### src/bhs_pkg.sv
// Shared types, constants and helper functions of the boiler heating sequencer.
package bhs_pkg;

   localparam int unsigned InitialWaitSecs = 10;
   localparam int unsigned AlarmWindowSecs = 900;
   localparam int unsigned ForcedHeatLimit = 30;
   localparam int unsigned BandMargin      = 3;

   localparam int unsigned CsrIdxWidth  = 3;
   localparam int unsigned CsrDataWidth = 16;

   localparam logic [6:0]  TargetTempReset      = 7'd60;
   localparam logic [4:0]  HystBandReset        = 5'd5;
   localparam logic [4:0]  HystOffsetReset      = 5'd1;
   localparam logic [6:0]  MinOperTempReset     = 7'd5;
   localparam logic [15:0] PumpOverrunSecsReset = 16'd60;
   localparam logic [7:0]  ShortWaitSecsReset   = 8'd5;
   localparam logic [7:0]  StageWaitSecsReset   = 8'd30;
   localparam logic [7:0]  CirculateSecsReset   = 8'd60;

   typedef enum logic [CsrIdxWidth-1:0] {
      CSR_TARGET_TEMP       = 3'd0,
      CSR_HYSTERESIS_BAND   = 3'd1,
      CSR_HYSTERESIS_OFFSET = 3'd2,
      CSR_MIN_OPER_TEMP     = 3'd3,
      CSR_PUMP_OVERRUN_SECS = 3'd4,
      CSR_SHORT_WAIT_SECS   = 3'd5,
      CSR_STAGE_WAIT_SECS   = 3'd6,
      CSR_CIRCULATE_SECS    = 3'd7
   } bhs_csr_type;

   typedef struct packed {
      logic [6:0]  target_temp;
      logic [4:0]  hysteresis_band;
      logic [4:0]  hysteresis_offset;
      logic [6:0]  min_operating_temp;
      logic [15:0] pump_overrun_secs;
      logic [7:0]  short_wait_secs;
      logic [7:0]  stage_wait_secs;
      logic [7:0]  circulate_secs;
   } bhs_cfg_type;

   typedef struct packed {
      logic        run_enable;
      logic [11:0] water_temp;
      logic        sensor_valid;
      logic        thermostat_demand;
      logic        second_strobe;
   } bhs_in_type;

   typedef struct packed {
      logic        pump_on;
      logic        heater_one_on;
      logic        heater_two_on;
      logic        heater_three_on;
      logic        low_temp_alarm;
      logic [5:0]  step_code;
      logic [11:0] accumulated_temp;
   } bhs_res_type;

   typedef enum logic [21:0] {
      ST_START        = 22'h000001,
      ST_PRERUN       = 22'h000002,
      ST_CHECK        = 22'h000004,
      ST_ALARM        = 22'h000008,
      ST_ALARM_WAIT   = 22'h000010,
      ST_FORCED       = 22'h000020,
      ST_HEAT_OFF     = 22'h000040,
      ST_OVERRUN      = 22'h000080,
      ST_WINDOW       = 22'h000100,
      ST_CIRCULATE    = 22'h000200,
      ST_DEMAND       = 22'h000400,
      ST_STAGE_INIT   = 22'h000800,
      ST_STAGE_ON     = 22'h001000,
      ST_STAGE_WAIT   = 22'h002000,
      ST_BAND         = 22'h004000,
      ST_LOW_SET      = 22'h008000,
      ST_LOW_STEP     = 22'h010000,
      ST_SETTLE       = 22'h020000,
      ST_HIGH_SET     = 22'h040000,
      ST_HIGH_STEP    = 22'h080000,
      ST_HIGH_OFF     = 22'h100000,
      ST_HIGH_OVERRUN = 22'h200000
   } bhs_state_type;

   // Numbering of the original sequence description.
   function automatic logic [5:0] step_number(bhs_state_type st);
      logic [5:0] num;
      num = 6'd0;
      unique case (st)
         ST_START:        num = 6'd0;
         ST_PRERUN:       num = 6'd1;
         ST_CHECK:        num = 6'd2;
         ST_ALARM:        num = 6'd3;
         ST_ALARM_WAIT:   num = 6'd4;
         ST_FORCED:       num = 6'd5;
         ST_HEAT_OFF:     num = 6'd6;
         ST_OVERRUN:      num = 6'd7;
         ST_WINDOW:       num = 6'd10;
         ST_CIRCULATE:    num = 6'd11;
         ST_DEMAND:       num = 6'd12;
         ST_STAGE_INIT:   num = 6'd13;
         ST_STAGE_ON:     num = 6'd14;
         ST_STAGE_WAIT:   num = 6'd15;
         ST_BAND:         num = 6'd20;
         ST_LOW_SET:      num = 6'd21;
         ST_LOW_STEP:     num = 6'd22;
         ST_SETTLE:       num = 6'd23;
         ST_HIGH_SET:     num = 6'd30;
         ST_HIGH_STEP:    num = 6'd31;
         ST_HIGH_OFF:     num = 6'd32;
         ST_HIGH_OVERRUN: num = 6'd33;
         default:         num = 6'd0;
      endcase
      return num;
   endfunction

   // Whole degrees to 1/16 degree.
   function automatic logic signed [15:0] x16(logic signed [15:0] v);
      return v <<< 4;
   endfunction

   // Clamp to the 12-bit signed range of the temperature mark.
   function automatic logic signed [11:0] sat12(logic signed [15:0] v);
      logic signed [11:0] r;
      if (v > 16'sd2047) begin
         r = 12'sd2047;
      end else if (v < -16'sd2048) begin
         r = -12'sd2048;
      end else begin
         r = v[11:0];
      end
      return r;
   endfunction

endpackage

### src/bhs_step.sv
// Sequence state, second counters and the one-tick step logic of the heating sequencer.
module bhs_step (
   input  logic                 clock,
   input  logic                 reset,
   input  logic                 take,
   input  bhs_pkg::bhs_in_type  item,
   input  bhs_pkg::bhs_cfg_type cfg,
   output bhs_pkg::bhs_res_type result
);
   import bhs_pkg::*;

   localparam logic signed [15:0] MarginS    = 16'(BandMargin);
   localparam logic signed [15:0] ForcedS    = x16(16'(ForcedHeatLimit));
   localparam logic [15:0]        InitWait   = 16'(InitialWaitSecs);
   localparam logic [15:0]        AlarmWin   = 16'(AlarmWindowSecs);

   bhs_state_type     state_ff, state_in;
   logic              pump_ff, pump_in;
   logic [2:0]        heat_ff, heat_in;
   logic              alarm_ff, alarm_in;
   logic              pump_run_ff, pump_run_in;
   logic [15:0]       pump_sec_ff, pump_sec_in;
   logic [15:0]       win_sec_ff, win_sec_in;
   logic [1:0]        next_heat_ff, next_heat_in;
   logic signed [8:0] low_thr_ff, low_thr_in;
   logic signed [8:0] high_thr_ff, high_thr_in;
   logic signed [11:0] mark_ff, mark_in;

   logic signed [15:0] t16, tgt, band, offs, mark16, lt16, ht16;
   logic signed [15:0] hi_lim, lo_lim, enter_lim;
   logic               below_limit;

   assign t16       = {{4{item.water_temp[11]}}, item.water_temp};
   assign tgt       = {9'd0, cfg.target_temp};
   assign band      = {11'd0, cfg.hysteresis_band};
   assign offs      = {11'd0, cfg.hysteresis_offset};
   assign mark16    = {{4{mark_ff[11]}}, mark_ff};
   assign lt16      = {{7{low_thr_ff[8]}}, low_thr_ff};
   assign ht16      = {{7{high_thr_ff[8]}}, high_thr_ff};
   assign hi_lim    = tgt - offs;
   assign lo_lim    = tgt - band + offs;
   assign enter_lim = tgt - band - MarginS + offs;
   assign below_limit = (t16 < x16({9'd0, cfg.min_operating_temp})) && item.sensor_valid;

   always_comb begin
      logic signed [15:0] lim;
      logic [2:0]         hbit;
      lim          = '0;
      hbit         = '0;
      state_in     = state_ff;
      pump_in      = pump_ff;
      heat_in      = heat_ff;
      alarm_in     = alarm_ff;
      pump_run_in  = pump_run_ff;
      pump_sec_in  = pump_sec_ff;
      win_sec_in   = win_sec_ff;
      next_heat_in = next_heat_ff;
      low_thr_in   = low_thr_ff;
      high_thr_in  = high_thr_ff;
      mark_in      = mark_ff;
      if (item.run_enable) begin
         // count first, so a timer restart later in the tick wins
         if (item.second_strobe) begin
            if (win_sec_ff != '1) begin
               win_sec_in = win_sec_ff + 16'd1;
            end
            if (pump_run_ff && (pump_sec_ff != '1)) begin
               pump_sec_in = pump_sec_ff + 16'd1;
            end
         end
         unique case (state_ff)
            ST_START: begin
               pump_in = 1'b1; pump_sec_in = '0; pump_run_in = 1'b1;
               state_in = ST_PRERUN;
            end
            ST_PRERUN: begin
               if (pump_sec_in > InitWait) begin
                  pump_sec_in = '0; pump_run_in = 1'b0; state_in = ST_CHECK;
               end
            end
            ST_CHECK: begin
               state_in = below_limit ? ST_ALARM : ST_WINDOW;
            end
            ST_ALARM: begin
               alarm_in = 1'b1; pump_sec_in = '0; pump_run_in = 1'b1;
               state_in = ST_ALARM_WAIT;
            end
            ST_ALARM_WAIT: begin
               if (pump_sec_in > {8'd0, cfg.short_wait_secs}) begin
                  win_sec_in = '0; pump_sec_in = '0; pump_run_in = 1'b0;
                  state_in = ST_FORCED;
               end
            end
            ST_FORCED: begin
               if ((t16 < ForcedS) && (win_sec_in < AlarmWin)) begin
                  pump_in = 1'b1; heat_in = 3'b111;
               end else begin
                  state_in = ST_HEAT_OFF;
               end
            end
            ST_HEAT_OFF: begin
               alarm_in = 1'b0; heat_in = '0; pump_sec_in = '0; pump_run_in = 1'b1;
               state_in = ST_OVERRUN;
            end
            ST_OVERRUN: begin
               if (pump_sec_in > cfg.pump_overrun_secs) begin
                  pump_sec_in = '0; pump_run_in = 1'b0;
                  if (t16 > x16(tgt)) begin
                     pump_in = 1'b0;
                  end
                  state_in = ST_CHECK;
               end
            end
            ST_WINDOW: begin
               if (win_sec_in > AlarmWin) begin
                  pump_in = 1'b1; pump_sec_in = '0; pump_run_in = 1'b1;
                  win_sec_in = '0; state_in = ST_CIRCULATE;
               end else begin
                  state_in = ST_DEMAND;
               end
            end
            ST_CIRCULATE: begin
               if (pump_sec_in > {8'd0, cfg.circulate_secs}) begin
                  pump_sec_in = '0; pump_run_in = 1'b0; state_in = ST_DEMAND;
               end
            end
            ST_DEMAND: begin
               state_in = item.thermostat_demand ? ST_STAGE_INIT : ST_HEAT_OFF;
            end
            ST_STAGE_INIT: begin
               next_heat_in = '0;
               if (t16 >= x16(enter_lim)) begin
                  state_in = ST_BAND;
               end else begin
                  heat_in = '0; pump_in = 1'b1; state_in = ST_STAGE_ON;
               end
            end
            ST_STAGE_ON: begin
               pump_sec_in = '0; pump_run_in = 1'b1;
               // round robin over the three elements; index three is kept
               case (next_heat_ff)
                  2'd0: begin heat_in = heat_ff | 3'b001; next_heat_in = 2'd1; end
                  2'd1: begin heat_in = heat_ff | 3'b010; next_heat_in = 2'd2; end
                  2'd2: begin heat_in = heat_ff | 3'b100; next_heat_in = 2'd0; end
                  default: ;
               endcase
               state_in = ST_STAGE_WAIT;
            end
            ST_STAGE_WAIT: begin
               if (pump_sec_in > {8'd0, cfg.stage_wait_secs}) begin
                  state_in = ST_STAGE_ON;
               end else if (item.thermostat_demand && (t16 > x16(hi_lim))) begin
                  mark_in = sat12(x16(hi_lim));
                  pump_sec_in = '0; pump_run_in = 1'b0; state_in = ST_BAND;
               end else if (!item.thermostat_demand) begin
                  state_in = ST_HEAT_OFF;
               end else if (below_limit) begin
                  state_in = ST_ALARM; win_sec_in = '0;
               end
            end
            ST_BAND: begin
               if (t16 > x16(hi_lim)) begin
                  state_in = ST_HIGH_SET;
               end else if (t16 < x16(lo_lim)) begin
                  state_in = ST_LOW_SET;
               end else begin
                  state_in = ST_SETTLE;
               end
            end
            ST_LOW_SET: begin
               pump_in = 1'b1; state_in = ST_LOW_STEP; low_thr_in = lo_lim[8:0];
            end
            ST_LOW_STEP: begin
               // lower the mark to the band edge and switch that element on
               if (t16 > x16(lt16 - 16'sd1)) begin
                  lim = x16(lt16 - 16'sd1); hbit = 3'b001;
               end else if (t16 > x16(lt16 - 16'sd2)) begin
                  lim = x16(lt16 - 16'sd2); hbit = 3'b010;
               end else begin
                  lim = x16(lt16 - 16'sd3); hbit = 3'b100;
               end
               if (mark16 > lim) begin
                  mark_in = sat12(lim); heat_in = heat_ff | hbit;
               end
               pump_sec_in = '0; pump_run_in = 1'b1; state_in = ST_SETTLE;
            end
            ST_SETTLE: begin
               if (pump_sec_in > {8'd0, cfg.short_wait_secs}) begin
                  pump_sec_in = '0; pump_run_in = 1'b0; state_in = ST_CHECK;
               end
            end
            ST_HIGH_SET: begin
               state_in = ST_HIGH_STEP; high_thr_in = hi_lim[8:0];
            end
            ST_HIGH_STEP: begin
               if (t16 > x16(ht16 + 16'sd2)) begin
                  mark_in = sat12(x16(ht16 + 16'sd2)); state_in = ST_HIGH_OFF;
               end else begin
                  // raise the mark to the band edge and switch that element off
                  if (t16 > x16(ht16 + 16'sd1)) begin
                     lim = x16(ht16 + 16'sd1); hbit = 3'b010;
                  end else begin
                     lim = x16(ht16); hbit = 3'b100;
                  end
                  if (mark16 < lim) begin
                     mark_in = sat12(lim); heat_in = heat_ff & ~hbit;
                  end
                  pump_sec_in = '0; pump_run_in = 1'b1; state_in = ST_SETTLE;
               end
            end
            ST_HIGH_OFF: begin
               heat_in = '0; pump_sec_in = '0; pump_run_in = 1'b1;
               state_in = ST_HIGH_OVERRUN;
            end
            ST_HIGH_OVERRUN: begin
               if (pump_sec_in > cfg.pump_overrun_secs) begin
                  pump_sec_in = '0; pump_run_in = 1'b1;
                  if (t16 > x16(ht16)) begin
                     pump_in = 1'b0;
                  end else begin
                     pump_in = 1'b1; win_sec_in = '0;
                  end
                  state_in = ST_SETTLE;
               end else if (t16 < x16(ht16)) begin
                  pump_sec_in = '0; pump_run_in = 1'b1; state_in = ST_SETTLE;
               end
            end
            default: ;
         endcase
      end
   end

   always_ff @(posedge clock) begin
      if (reset) begin
         state_ff     <= ST_START;
         pump_ff      <= 1'b0;
         heat_ff      <= '0;
         alarm_ff     <= 1'b0;
         pump_run_ff  <= 1'b0;
         pump_sec_ff  <= '0;
         win_sec_ff   <= '0;
         next_heat_ff <= '0;
         low_thr_ff   <= '0;
         high_thr_ff  <= '0;
         mark_ff      <= '0;
      end else if (take) begin
         state_ff     <= state_in;
         pump_ff      <= pump_in;
         heat_ff      <= heat_in;
         alarm_ff     <= alarm_in;
         pump_run_ff  <= pump_run_in;
         pump_sec_ff  <= pump_sec_in;
         win_sec_ff   <= win_sec_in;
         next_heat_ff <= next_heat_in;
         low_thr_ff   <= low_thr_in;
         high_thr_ff  <= high_thr_in;
         mark_ff      <= mark_in;
      end
   end

   // The word shows the state after this tick.
   assign result.pump_on          = pump_in;
   assign result.heater_one_on    = heat_in[0];
   assign result.heater_two_on    = heat_in[1];
   assign result.heater_three_on  = heat_in[2];
   assign result.low_temp_alarm   = alarm_in;
   assign result.step_code        = step_number(state_in);
   assign result.accumulated_temp = mark_in;

   a_idle_timer_clear: assert property (@(posedge clock) disable iff (reset)
      !pump_run_ff |-> (pump_sec_ff == '0))
      else $error("pump timer holds a count while stopped");

   a_alarm_steps: assert property (@(posedge clock) disable iff (reset)
      alarm_ff |-> (state_ff == ST_ALARM_WAIT || state_ff == ST_FORCED ||
                    state_ff == ST_HEAT_OFF))
      else $error("alarm flag set outside the alarm sequence");

   a_heater_index: assert property (@(posedge clock) disable iff (reset)
      next_heat_ff != 2'd3)
      else $error("staging index out of range");

endmodule

### src/boiler_heating_sequencer.sv
// Top level of the boiler heating sequencer: ports, control registers and word buffering.
//
// One request word is one control tick and yields exactly one response word that shows
// the pump, element and alarm drives, the step number and the temperature mark after
// that tick. The block takes a word every clock cycle while the skid register is empty:
// a request is held in the input register, the step logic works on it combinationally,
// and the response is written to the output register, which drives rsp_valid.
// A skid register behind the output holds one more word when the response side stalls,
// and req_ready comes from registers only. Write control registers only while no word
// is in flight.
module boiler_heating_sequencer (
   input  logic                              clock,
   input  logic                              reset,
   input  logic                              req_valid,
   output logic                              req_ready,
   input  logic                              req_run_enable,
   input  logic signed [11:0]                req_water_temp,
   input  logic                              req_sensor_valid,
   input  logic                              req_thermostat_demand,
   input  logic                              req_second_strobe,
   output logic                              rsp_valid,
   input  logic                              rsp_ready,
   output logic                              rsp_pump_on,
   output logic                              rsp_heater_one_on,
   output logic                              rsp_heater_two_on,
   output logic                              rsp_heater_three_on,
   output logic                              rsp_low_temp_alarm,
   output logic [5:0]                        rsp_step_code,
   output logic signed [11:0]                rsp_accumulated_temp,
   input  logic                              csr_wr_en,
   input  logic [bhs_pkg::CsrIdxWidth-1:0]   csr_index,
   input  logic [bhs_pkg::CsrDataWidth-1:0]  csr_wdata
);
   import bhs_pkg::*;

   bhs_cfg_type cfg_ff;
   bhs_in_type  in_ff;
   logic        in_valid_ff;
   bhs_res_type out_ff, skid_ff, res;
   logic        out_valid_ff, skid_valid_ff;
   logic        take, out_load;

   // control registers
   always_ff @(posedge clock) begin
      if (reset) begin
         cfg_ff.target_temp        <= TargetTempReset;
         cfg_ff.hysteresis_band    <= HystBandReset;
         cfg_ff.hysteresis_offset  <= HystOffsetReset;
         cfg_ff.min_operating_temp <= MinOperTempReset;
         cfg_ff.pump_overrun_secs  <= PumpOverrunSecsReset;
         cfg_ff.short_wait_secs    <= ShortWaitSecsReset;
         cfg_ff.stage_wait_secs    <= StageWaitSecsReset;
         cfg_ff.circulate_secs     <= CirculateSecsReset;
      end else if (csr_wr_en) begin
         unique case (bhs_csr_type'(csr_index))
            CSR_TARGET_TEMP:       cfg_ff.target_temp        <= csr_wdata[6:0];
            CSR_HYSTERESIS_BAND:   cfg_ff.hysteresis_band    <= csr_wdata[4:0];
            CSR_HYSTERESIS_OFFSET: cfg_ff.hysteresis_offset  <= csr_wdata[4:0];
            CSR_MIN_OPER_TEMP:     cfg_ff.min_operating_temp <= csr_wdata[6:0];
            CSR_PUMP_OVERRUN_SECS: cfg_ff.pump_overrun_secs  <= csr_wdata[15:0];
            CSR_SHORT_WAIT_SECS:   cfg_ff.short_wait_secs    <= csr_wdata[7:0];
            CSR_STAGE_WAIT_SECS:   cfg_ff.stage_wait_secs    <= csr_wdata[7:0];
            CSR_CIRCULATE_SECS:    cfg_ff.circulate_secs     <= csr_wdata[7:0];
            default: ;
         endcase
      end
   end

   // advance the held word whenever the skid is free
   assign take      = in_valid_ff && !skid_valid_ff;
   assign req_ready = !in_valid_ff || !skid_valid_ff;
   assign out_load  = !out_valid_ff || rsp_ready;

   always_ff @(posedge clock) begin
      if (reset) begin
         in_valid_ff <= 1'b0;
      end else if (req_valid && req_ready) begin
         in_valid_ff <= 1'b1;
      end else if (take) begin
         in_valid_ff <= 1'b0;
      end
   end

   always_ff @(posedge clock) begin
      if (req_valid && req_ready) begin
         in_ff.run_enable        <= req_run_enable;
         in_ff.water_temp        <= req_water_temp;
         in_ff.sensor_valid      <= req_sensor_valid;
         in_ff.thermostat_demand <= req_thermostat_demand;
         in_ff.second_strobe     <= req_second_strobe;
      end
   end

   bhs_step u_step (
      .clock  (clock),
      .reset  (reset),
      .take   (take),
      .item   (in_ff),
      .cfg    (cfg_ff),
      .result (res)
   );

   always_ff @(posedge clock) begin
      if (reset) begin
         out_valid_ff  <= 1'b0;
         skid_valid_ff <= 1'b0;
      end else if (take) begin
         if (out_load) begin
            out_valid_ff <= 1'b1;
         end else begin
            skid_valid_ff <= 1'b1;
         end
      end else if (out_valid_ff && rsp_ready) begin
         // drain the skid into the output, or drop the delivered word
         out_valid_ff  <= skid_valid_ff;
         skid_valid_ff <= 1'b0;
      end
   end

   always_ff @(posedge clock) begin
      if (take) begin
         if (out_load) begin
            out_ff <= res;
         end else begin
            skid_ff <= res;
         end
      end else if (out_valid_ff && rsp_ready && skid_valid_ff) begin
         out_ff <= skid_ff;
      end
   end

   assign rsp_valid            = out_valid_ff;
   assign rsp_pump_on          = out_ff.pump_on;
   assign rsp_heater_one_on    = out_ff.heater_one_on;
   assign rsp_heater_two_on    = out_ff.heater_two_on;
   assign rsp_heater_three_on  = out_ff.heater_three_on;
   assign rsp_low_temp_alarm   = out_ff.low_temp_alarm;
   assign rsp_step_code        = out_ff.step_code;
   assign rsp_accumulated_temp = out_ff.accumulated_temp;

   a_skid_behind_out: assert property (@(posedge clock) disable iff (reset)
      skid_valid_ff |-> out_valid_ff)
      else $error("skid word held with an empty output register");

endmodule

### config.mk
export PLATFORM = sky130hd
export DESIGN_NAME = boiler_heating_sequencer
export DESIGN_NICKNAME = d
export VERILOG_FILES = /design/src/bhs_pkg.sv /design/src/bhs_step.sv /design/src/boiler_heating_sequencer.sv
export SDC_FILE = /design/constraint.sdc
export NUM_CORES = 1
export LEC_CHECK = 0
export BUFFER_PORTS_ARGS = -buffer_cell sky130_fd_sc_hd__buf_2
export CAP_MARGIN = 20
export CELL_PAD_IN_SITES_DETAIL_PLACEMENT = 0
export CELL_PAD_IN_SITES_GLOBAL_PLACEMENT = 2
export CORE_MARGIN = 2
export CORE_UTILIZATION = 40
export CTS_CLUSTER_SIZE = 20
export DETAILED_ROUTE_END_ITERATION = 7
export MAX_ROUTING_LAYER = met4
export PLACE_DENSITY = 0.92
export SETUP_SLACK_MARGIN = 0.15
export SYNTH_ARGS = -nofsm -noshare
export SYNTH_HDL_FRONTEND = slang
export SYNTH_HIERARCHICAL = 1
export SYNTH_SLANG_ARGS = --single-unit
### constraint.sdc
create_clock -name clock -period 13.7 [get_ports clock]
set_input_delay 1.37 -clock clock [delete_from_list [all_inputs] [get_ports clock]]
set_output_delay 1.37 -clock clock [all_outputs]
set_load 0.05 [all_outputs]
==> results of run 1 <==
## power by group through the flow
stage	registers, mW	logic (mW)	clock network, mW
floorplan	0.719	0.203	0
global placement	0.716	0.281	0
detailed placement	0.716	0.285	0
CTS	0.702	0.286	0.786
global route	0.704	0.321	0.811
finish	0.702	0.289	0.767
## how the worst max path moves through the flow
stage	slack, ns	startpoint	to	cells past startpoint
finish	6.88	u_step/low_thr_ff[2]	rsp_accumulated_temp[9]	28
global route	6.30	u_step/low_thr_ff[2]	rsp_accumulated_temp[9]	28
CTS	6.92	u_step/low_thr_ff[2]	rsp_accumulated_temp[9]	28
detailed placement	6.95	u_step/low_thr_ff[1]	rsp_accumulated_temp[9]	28
global placement	7.15	u_step/low_thr_ff[3]	rsp_accumulated_temp[9]	25
floorplan	7.70	u_step/low_thr_ff[2]	rsp_accumulated_temp[0]	27
## routing by layer
| layer | up-vias | GRT usage, % | part of all wire, % |
|---|---|---|---|
| met2 | 480 | 37.2 | 44 |
| met3 | 99 | 2.71 | 4.8 |
| met1 | 7846 | 33.2 | 48 |
| li1 | 8098 | - | - |
| met5 | - | - | 0 |
| met4 | 0 | 7.81 | 3.4 |
## area by class of cell
class | count | area [µm²]
fill | 4479 | 24800
multi-input combinational | 1731 | 12000
sequential | 220 | 5020
tap | 592 | 741
clock buffer | 34 | 722
inverter | 137 | 514
timing repair buffer | 77 | 420
clock inverter | 16 | 220
## state kept, by name, summed over array words and instances (netlist names), 6 cells and up
name and cells:
u_step/win_sec_ff 16, rsp_step_code 6, u_step/state_ff 22, rsp_accumulated_temp 12
u_step/high_thr_ff 8, u_step/low_thr_ff 9, u_step/pump_sec_ff 16, skid_ff 23
u_step/mark_ff 12, in_ff 16, cfg_ff 64
## worst max-delay path: cells and delay by family, from the launching register on
family          cells  cell delay [ns]
flops               1             0.42
mux                 2             0.39
fa+ha+maj           3             0.81
compound gates     13             2.67
simple gates        9             2.09
buf+inv             1             0.15
## layout by cell type, fill, tap and decap left out, types with 14 or more instances in the layout
master / netlist / final
edfxtp_1: 62 / 62
o211ai_1: 15 / 15
nand4_1: 37 / 37
nand2b_1: 19 / 19
buf_4: 10 / 14
clkbuf_16: 0 / 27
nor2b_1: 31 / 31
buf_2: 26 / 63
a21o_1: 26 / 26
or4_1: 14 / 14
nor4_1: 31 / 31
o21a_1: 35 / 35
or3_1: 20 / 20
ha_1: 179 / 179
a21oi_1: 174 / 174
dfxtp_1: 158 / 158
mux2i_1: 42 / 42
nor2_1: 226 / 225
nand2_1: 163 / 163
and2_1: 16 / 16
and3_1: 18 / 18
mux2_1: 23 / 23
a31oi_1: 26 / 26
xor2_1: 19 / 19
a211oi_1: 34 / 34
nor3_1: 83 / 83
inv_1: 133 / 133
xnor2_1: 73 / 73
o21ai_0: 97 / 97
nand3_1: 75 / 75
## cells by family after synthesis
group	after synthesis	share of synthesized area (%)
compound gates	554	20.6
buf+inv	253	5.92
flops	220	27.7
mux	67	3.88
fa+ha+maj	183	12.8
simple gates	835	24.6
xor+xnor	92	4.45
## per-stage QoR
| stage | utilization (%) | instance area [µm²] |
|---|---|---|
| 3_3_place_gp | 42.1 | 18700 |
| 2_1_floorplan | - | 18100 |
| 3_5_place_dp | 42.1 | 18700 |
| 5_1_grt | 44.3 | 19700 |
| 6_report | 44.3 | 19700 |
| 4_1_cts | 44.3 | 19700 |
==> impl_results.md, run 1 <==
- Flop pwr share: 40.0%
- IO Pins: 65
- Critical setup path kind: flop to flop
- CP max-delay cell: nor3b_1
- Crit-path max cell delay: 0.66 ns
- Largest net degree at the start of global routing: 78
- Initial Utilization: 40.8%
- Cts hold-fix bufs: 0
- FF-to-FF Start: u_step/low_thr_ff[2]
- R2R setup slack: 6.88 ns
- CTS H-tree depth: 1
- Ys Warns: 6
- Leak Pwr: 7.60 nW
- Final WS setup: 6.88 ns
- Run status: completed
- Cell Pwr Density: 89.4 nW/µm²
- DRC Markers: 0
- Max_cap viols: 0
- DRT Pass-1 Iters: 6
- Hold crit path type: flop to flop
- Worst-Skew Late Latency: 0.57 ns
- Largest area contributor in the netlist: dfxtp_1
- Nets: 2417
- Hold_ws: 0.453 ns
- Share of layout cells above drive strength 1: 8.71%
- GRT overflow: 0
- Syn avg cell area: 8.22 µm²
- DIE WIDTH: 217 µm
- Clock-pin slew on the worst setup and hold paths: 0.06 ns
- First-pass GRT wire length: 88800 µm
- Clock share of power: 43.6%
- Post_cts resized: 0
- Yosys reg bits: 220
- Total power: 1.76 mW
- Most common cell in the netlist: nor2_1
- Setup WS pre-CTS: 6.95 ns
- Top cells by count, synth: 226 x nor2_1, 179 x ha_1, 174 x a21oi_1
- Comb power frac: 16.4%
- Via/cell ratio: 5.89
- Switch share: 28.8%
- Slew Limit Fails: 0
- Post-route ant nets: 0
- Fin crit period: 6.82 ns
- Synth Cell Area: 18100 µm²
- Setup_tns: 0 ns
- FP Rows: 77
- Final setup violation count: 0
- Die Y: 217 µm
- Least-Margin Pin Slew: 1.09 ns
- Final Hold Vio Count: 0
- Placed cell count: 2757
- Syn Nets: 2427
- Async SR Flop Fraction: 0%
- GR Util All Layers: 24.2%
- Final worst-path cycle share: 49.8%
- Clock Skew: 0.0326 ns
- Fmax: 147 MHz
- VDD IR max: 0.136 mV
- Diodes inserted: 0
- Min-Delay Endpoint: cfg_ff[30]
- Post-synth EDFFs: 62
- Clock Sink Count: 220
- Top FF cell, synth: dfxtp_1
- Clk root buf: clkbuf_16
- CTS tree: built
- Worst Hold Launch: cfg_ff[30]
- Setup crit end kind: flop
- Mapped Cells: 2204
- Worst EP required: 14.00 ns
- Internal: 1.25 mW
- Worst R2R Path Depth: 28
- RePlAce Congestion: 0.960
- Vias in the first global route: 15800
- Post-CTS Setup Bufs: 0
- Critical Path AT: 7.12 ns
- Worst-path fanout max: 15
- CTS Buffer Depth: 3
- CP startpoint kind: flop
- Post-synth cell types: 108
- R2R Path End: rsp_accumulated_temp[9]
- Area grow syn2layout: 8.57%
- Post-Route WL: 55400 µm
- Routed length per instance: 19.8 µm
- Antenna violations before repair: 0
- Via Count: 16500
- Sw power: 0.506 mW
- HPWL after DPL: 42000 µm
- Core ar.: 44400 µm²
- Hold Path Depth: 2
- PortBufs: 64
- Fin cells: 2807
- Register area share after synthesis: 27.7%
- Top-area cell type share of the netlist area: 17.5%
- Relative slew slack: 27.4%
- Full die area: 47000 µm²
- RSZ-0062 raised after global routing: no
- Most Frequent Cell on Critical Path: o21a_1
- Number of buffers created by CTS: 27
- Initial DRC count: 1340
- Top cells by area, synth: dfxtp_1 17%, ha_1 12%, edfxtp_1 10%, a21oi_1 4.8%, nor2_1 4.7%
Power figures use the tool's default switching activity.
==> inputs of run 2 (changes only) <==
--- a/config.mk
+++ b/config.mk
@@ -10,11 +10,11 @@
 export CELL_PAD_IN_SITES_DETAIL_PLACEMENT = 0
 export CELL_PAD_IN_SITES_GLOBAL_PLACEMENT = 2
 export CORE_MARGIN = 2
-export CORE_UTILIZATION = 40
+export CORE_UTILIZATION = 35
 export CTS_CLUSTER_SIZE = 20
 export DETAILED_ROUTE_END_ITERATION = 7
 export MAX_ROUTING_LAYER = met4
-export PLACE_DENSITY = 0.92
+export PLACE_DENSITY = 0.86
 export SETUP_SLACK_MARGIN = 0.15
 export SYNTH_ARGS = -nofsm -noshare
 export SYNTH_HDL_FRONTEND = slang
==> constraint.sdc (replaced) <==
create_clock -name clock -period 6 [get_ports clock]
set_input_delay 0.6 -clock clock [delete_from_list [all_inputs] [get_ports clock]]
set_output_delay 0.6 -clock clock [all_outputs]
set_load 0.05 [all_outputs]
==> run 2 against run 1 <==
  * Fmax is 18% higher
  * Critical endpoint is now rsp_accumulated_temp[11]
  * Setup slack got worse by 6.6 ns
  * Largest cell class unchanged
  * Flip-flop and latch count unchanged
==> impl_results.md, run 2 (synthesis gave the netlist of run 1 again) <==
- Run status: completed
- CP Buf/Inv Count: 1 (unchanged)
- Hold crit path type: input port to flop
- Clock-pin slew on the worst setup and hold paths: 0.06 ns (about the same)
- GR Util All Layers: 22.1% (-2.1 points)
- Worst-path fanout max: 8 (-7)
- GRT overflow: 0 (unchanged)
- Fillers: 5196 (+16%)
- CTS Buffer Depth: 3 (unchanged)
- CTS H-tree depth: 1 (unchanged)
- Setup crit end kind: flop
- VDD IR max: 0.204 mV (+50%)
- FF+latch area: 5030 µm² (about the same)
- Finished Core Util: 41.7% (-2.6 points)
- First-pass GRT wire length: 92200 µm (+3.9%)
- Clk root buf: clkbuf_16
- Leak Pwr: 8.41 nW (+11%)
- Area of the multi-input gates: 12500 µm² (+4.3%)
- Most Frequent Cell on Critical Path: o21a_1
- Cell Pwr Density: 190 nW/µm² (+110%)
- Fmax: 174 MHz (+18%)
- Setup_tns: 0 ns (unchanged)
- Largest net degree at the start of global routing: 114 (+46%)
- IO Pins: 65 (unchanged)
- Number of buffers created by CTS: 27 (unchanged)
- Area grow syn2layout: 17.8%
- Most common cell after layout, fill and taps aside: nor2_1
- Share of layout cells above drive strength 1: 17.6% (+8.9 points)
- Antenna violations before repair: 0 (unchanged)
- Core ar.: 51200 µm² (+15%)
- Most frequent cells in the layout: 222 x nor2_1, 171 x ha_1, 161 x a21oi_1, 160 x nand2_1, 155 x dfxtp_1
- Initial DRC count: 1048 (-22%)
- Via/cell ratio: 5.65 (-4.0%)
- Slew Limit Fails: 0 (unchanged)
- Critical setup path kind: flop to flop
- Clock Sink Count: 220 (unchanged)
- Relative slew slack: 26.9% (-0.48 points)
- Clock Skew: 0.0121 ns (-0.0205 ns)
- RePlAce Congestion: 0.947 (-1.3%)
- FP Rows: 83 (+7.8%)
- RSZ-0062 raised after global routing: yes
- Initial Utilization: 35.4% (-5.4 points)
- CP max-delay cell: or4_4
- Worst EP required: 6.30 ns (-7.70 ns)
- Final Hold Vio Count: 0 (unchanged)
- Nets: 2557 (+5.8%)
- DIE WIDTH: 231 µm (+6.8%)
- DRC Markers: 0 (unchanged)
- Final setup violation count: 0 (unchanged)
- Least-Margin Pin Slew: 1.09 ns (-0.00177 ns)
- Critical Path AT: 6.06 ns (-1.06 ns)
- Register with the most flip-flops: cfg_ff
- CP startpoint kind: flop
- Full die area: 53600 µm² (+14%)
- Cell family with most CP delay: compound AO/OA/AOI/OAI gates
- HPWL after DPL: 44900 µm (+6.8%)
- Max_cap viols: 0 (unchanged)
- Die Y: 231 µm (+6.8%)
- Via Count: 17100 (+3.8%)
- Post-Route WL: 59300 µm (+7.0%)
- Post-route ant nets: 0 (unchanged)
- Crit-path max cell delay: 0.53 ns (-0.13 ns)
- Max FFs per register: 64 (unchanged)
- DRT Pass-1 Iters: 5 (-1)
- Fin crit period: 5.76 ns (-1.06 ns)
- CTS tree: built
- PortBufs: 64 (unchanged)
- Routed length per instance: 19.5 µm (-1.1%)
- Largest regs: cfg_ff: 64 flops, skid_ff: 23 flops, u_step/state_ff: 22 flops
- Vias in the first global route: 16400 (+3.9%)
- Worst-Skew Late Latency: 0.56 ns (about the same)
- Final worst-path cycle share: 95.9% (+46 points)
- Diodes inserted: 0 (unchanged)
==> run 2: cell types whose count changed in the layout (fill, tap and decap cells not counted), moves of 9 or more <==
cell | previous run | this run
o21ai_0 | 97 | 85
a21oi_1 | 174 | 161
a21oi_2 | 0 | 12
o21ai_1 | 2 | 11
buf_4 | 14 | 148
==> run 2: path summary, 6_finish.rpt <==
| check | startpoint | to | slack (ns) | depth (start not counted) |
|---|---|---|---|---|
| setup / recovery | u_step/low_thr_ff[5] | rsp_accumulated_temp[11] | 0.24 | 27 |
| hold / removal | req_water_temp[6] | in_ff[9] | 0.22 | 1 |
| setup reg to reg | u_step/low_thr_ff[5] | rsp_accumulated_temp[11] | 0.24 | 27 |
| hold reg to reg | cfg_ff[36] | cfg_ff[36] | 0.45 | 2 |
==> run 2: worst register-to-register path, cell delays in order (launching register included) <==
cell and delay [ns]:
dfxtp_1 0.31, or4_4 0.53, or3_4 0.36, or2_2 0.31, xnor2_1 0.13, ha_1 0.31, o21ai_0 0.09, nand2_1 0.10
o21ai_2 0.08, a211o_4 0.33, o21ai_1 0.16, o22ai_1 0.12, mux2i_1 0.16, nand2_1 0.10, ha_1 0.30, o21a_1 0.12
o21a_1 0.17, o21a_1 0.17, o21a_1 0.16, o211ai_1 0.17, a21o_1 0.18, nand2_2 0.09, buf_4 0.16, nor2_2 0.10
o31ai_1 0.09, a31oi_1 0.29, nor2_1 0.12, mux2_1 0.30
==> run 2: cell type report <==
cell class / count / area share [%]
clock buffer: 39 / 3.52
tap: 680 / 3.99
inverter: 137 / 2.41
timing repair buffer: 217 / 7.06
multi-input combinational: 1731 / 58.8
clock inverter: 11 / 0.674
sequential: 220 / 23.6
==> run 2: power breakdown <==
group          total (mW)  internal [mW]  leakage, nW  switching (mW)
Sequential           1.60           1.56         1.87          0.0400
Combinational       0.783          0.306         6.10           0.476
Clock                1.67           1.00        0.435           0.670
==> run 2: routing by layer <==
metal | track usage (%) | up-vias | routed length [µm]
li1 | - | 8355 | -
met2 | 35.2 | 415 | 27000
met4 | 5.67 | 0 | 1500
met5 | - | - | 0
met1 | 29.8 | 8276 | 28200
met3 | 2.25 | 98 | 2620
==> run 2: what timing repair did <==
action | 4_1_cts | 5_1_grt
pin swaps | 4 | 48
resized for setup | 11 | 110
setup buffers | 1 | 26
hold buffers | 0 | 0
endpoints found under the setup margin | 21 | 55
==> run 2: stage by stage <==
stage | std cells | hold slack, ns | setup slack, ns | area [µm²] | power, mW
6_report | 3035 | 0.216 | 0.243 | 21300 | 4.05
5_1_grt | 3035 | 0.195 | 0.0330 | 21300 | 4.23
4_1_cts | 3009 | 0.185 | 0.0996 | 20600 | 4.05
3_5_place_dp | 2958 | 0.449 | -0.190 | 19700 | 2.35
3_3_place_gp | 2957 | 0.445 | -0.0107 | 19700 | 2.33
2_1_floorplan | 2204 | 0.436 | 0.171 | 18100 | 2.10
==> inputs of run 3 (changes only) <==
--- a/config.mk
+++ b/config.mk
@@ -15,6 +15,7 @@
 export DETAILED_ROUTE_END_ITERATION = 7
 export MAX_ROUTING_LAYER = met4
 export PLACE_DENSITY = 0.86
+export REMOVE_ABC_BUFFERS = 1
 export SETUP_SLACK_MARGIN = 0.15
 export SYNTH_ARGS = -nofsm -noshare
 export SYNTH_HDL_FRONTEND = slang
==> run 3 against run 2 <==
  * First-iteration DRC count increased by 0.95%
  * Via count decreased by 0.52%
  * Die area unchanged
  * Flip-flop and latch count unchanged
  * Clock-buffer cell count unchanged
  * Clock skew increased by 0.015 ns
  * Core utilization about the same
  * Cell count decreased by 0.23%
  * Total power increased by 1.3%
  * Routed wire length decreased by 0.63%
  * Clock power increased by 3%
==> impl_results.md, run 3 (synthesis gave the netlist of run 1 again) <==
- FF-to-FF Start: cfg_ff[57]
- Post-Route WL: 58900 µm (-0.63%)
- Vias in the first global route: 16300 (-0.65%)
- Leak Pwr: 8.39 nW (-0.21%)
- Share of layout cells above drive strength 1: 17.5% (-0.15 points)
- Core ar.: 51200 µm² (unchanged)
- Switch share: 30.1% (+0.83 points)
- Final setup violation count: 0 (unchanged)
- VDD IR max: 0.226 mV (+11%)
- Setup crit end kind: flop
- Max FFs per register: 64 (unchanged)
- Cts hold-fix bufs: 0 (unchanged)
- GRT overflow: 0 (unchanged)
- Via Count: 17100 (-0.52%)
- First-pass GRT wire length: 90800 µm (-1.5%)
- CTS H-tree depth: 1 (unchanged)
- Fin crit period: 5.66 ns (-0.0954 ns)
- Placed cell area: 19600 µm² (-0.73%)
- CP max-delay cell: or4_1
- Relative slew slack: 25.2% (-1.7 points)
- Critical Path AT: 5.99 ns (-0.07 ns)
- Crit-path max cell delay: 0.49 ns (-0.04 ns)
- HPWL after DPL: 44200 µm (-1.5%)
- GR Util All Layers: 21.9% (-0.17 points)
- Register with the most flip-flops: cfg_ff
- Clock share of power: 42.0% (+0.8 points)
- Finished Core Util: 41.7% (about the same)
- IO Pins: 65 (unchanged)
- FP Rows: 83 (unchanged)
- Antenna violations before repair: 0 (unchanged)
- Nets: 2548 (-0.35%)
- Worst-Skew Late Latency: 0.60 ns (+0.04 ns)
- Flop pwr share: 38.9% (-0.6 points)
- Worst R2R Path Depth: 28 (+3.7%)
- Hold crit path type: input port to flop
- Clk root buf: clkbuf_16
- Placed cell count: 2942 (-0.54%)
- Clock Skew: 0.0273 ns (+0.0152 ns)
- Via/cell ratio: 5.63 (-0.30%)
- Max_cap viols: 0 (unchanged)
- Initial DRC count: 1058 (+0.95%)
- Largest net degree at the start of global routing: 82 (-28%)
- Final worst-path cycle share: 94.4% (-1.6 points)
- Worst-path fanout max: 4 (-4)
- Fmax: 177 MHz (+1.7%)
- Critical setup path kind: flop to flop
- Most frequent cells in the layout: 222 x nor2_1, 173 x ha_1, 161 x nand2_1, 159 x a21oi_1, 155 x dfxtp_1
- DIE WIDTH: 231 µm (unchanged)
- Run status: completed
- R2R setup slack: 0.34 ns (+0.10 ns)
- CTS Buffer Depth: 3 (unchanged)
- Cell Pwr Density: 192 nW/µm² (+1.3%)
- Worst EP required: 6.33 ns (+0.03 ns)
- RePlAce Congestion: 0.938 (-0.96%)
- Sw power: 1.24 mW (+4.1%)
- DRC Markers: 0 (unchanged)
- Hold Path Depth: 1 (unchanged)
- Most common cell after layout, fill and taps aside: nor2_1
- Most Frequent Cell on Critical Path: buf_4
- Largest regs: cfg_ff: 64 flops, skid_ff: 23 flops, u_step/state_ff: 22 flops
- Post-route ant nets: 0 (unchanged)
- CTS tree: built
- CP startpoint kind: flop
- CP endpoint: rsp_step_code[2]
- Least-Margin Pin Slew: 1.11 ns (+0.0255 ns)
- Initial Utilization: 35.4% (unchanged)
- R2R Path End: rsp_step_code[2]
- Clock Sink Count: 220 (unchanged)
- Worst setup path startpoint: cfg_ff[57]
- Die Y: 231 µm (unchanged)
- Slew Limit Fails: 0 (unchanged)
- Clock-pin slew on the worst setup and hold paths: 0.06 ns (about the same)
- Full die area: 53600 µm² (unchanged)
- PortBufs: 64 (unchanged)
- Number of buffers created by CTS: 29 (+7.4%)
- Final Cell Area: 21300 µm² (about the same)
- Area grow syn2layout: 17.8% (about the same)
- Comb power frac: 19.1% (-0.2 points)
- Fin cells: 3028 (-0.23%)
- RSZ-0062 raised after global routing: yes
- Internal: 2.87 mW (about the same)
- DRT Pass-1 Iters: 6 (+1)
- Final Hold Vio Count: 0 (unchanged)
- Routed length per instance: 19.5 µm (-0.40%)
## run 3: cell types whose count changed in the layout (fill, tap and decap cells not counted), sizes merged
cell      delta
a211o        +1
diode        +1
bufinv       -1
buf         -13
clkinv       +3
nand3        +1
clkinvlp     +1
## run 3: metal layers
metal	wire, µm	part of all wire (%)	GRT usage (%)
met3	2680	4.5	2.63
met2	27100	46	35.1
met1	27300	46	28.7
met4	1820	3.1	7.02
met5	0	0	-
## run 3: worst min path at each step
stage	from	endpoint
5_1_grt	req_water_temp[3]	in_ff[6]
4_1_cts	req_water_temp[7]	in_ff[10]
6_report	req_water_temp[7]	in_ff[10]
2_1_floorplan	cfg_ff[25]	cfg_ff[25]
3_3_place_gp	cfg_ff[31]	cfg_ff[31]
3_5_place_dp	cfg_ff[36]	cfg_ff[36]
## run 3: power groups by stage
| stage | Combinational [mW] | Clock [mW] | Sequential (mW) |
|---|---|---|---|
| after CTS | 0.717 | 1.77 | 1.60 |
| after global routing | 0.857 | 1.83 | 1.60 |
| after detailed placement | 0.709 | 0 | 1.63 |
| after global placement | 0.696 | 0 | 1.63 |
| final | 0.782 | 1.72 | 1.60 |
| after floorplan | 0.419 | 0 | 1.65 |
## run 3: layout make-up
class / instances / area (µm²)
multi-input cells: 1733 / 12600
clock inverters: 14 / 146
fillers: 5162 / 29900
repair buffers: 204 / 1420
clock buffers: 39 / 783
diodes: 1 / 2.50
flip-flops and latches: 220 / 5030
inverters: 137 / 514
well taps: 680 / 851
## run 3: what timing repair did
action	CTS	global route
hold endpoints to repair	0	0
resized for setup	10	117
cloned	0	2
pin swaps	5	45
endpoints found under the setup margin	21	54
setup buffers	1	27
## run 3: worst max-delay path: cells and delay by family (launching register included)
| kind | cells | cell delay, ns |
|---|---|---|
| fa+ha+maj | 4 | 1.21 |
| buf+inv | 6 | 0.60 |
| compound gates | 9 | 1.69 |
| mux | 1 | 0.30 |
| xor+xnor | 2 | 0.29 |
| simple gates | 6 | 1.00 |
| flops | 1 | 0.32 |
## run 3: per-stage QoR
step	setup slack [ns]	hold WS, ns	total power [mW]	setup TNS, ns
4_1_cts	0.138	0.148	4.09	0
2_1_floorplan	0.377	0.430	2.07	0
3_5_place_dp	-0.133	0.449	2.34	-0.133
5_1_grt	0.0490	0.162	4.29	0
6_report	0.339	0.175	4.11	0
3_3_place_gp	-0.0143	0.444	2.32	-0.0143
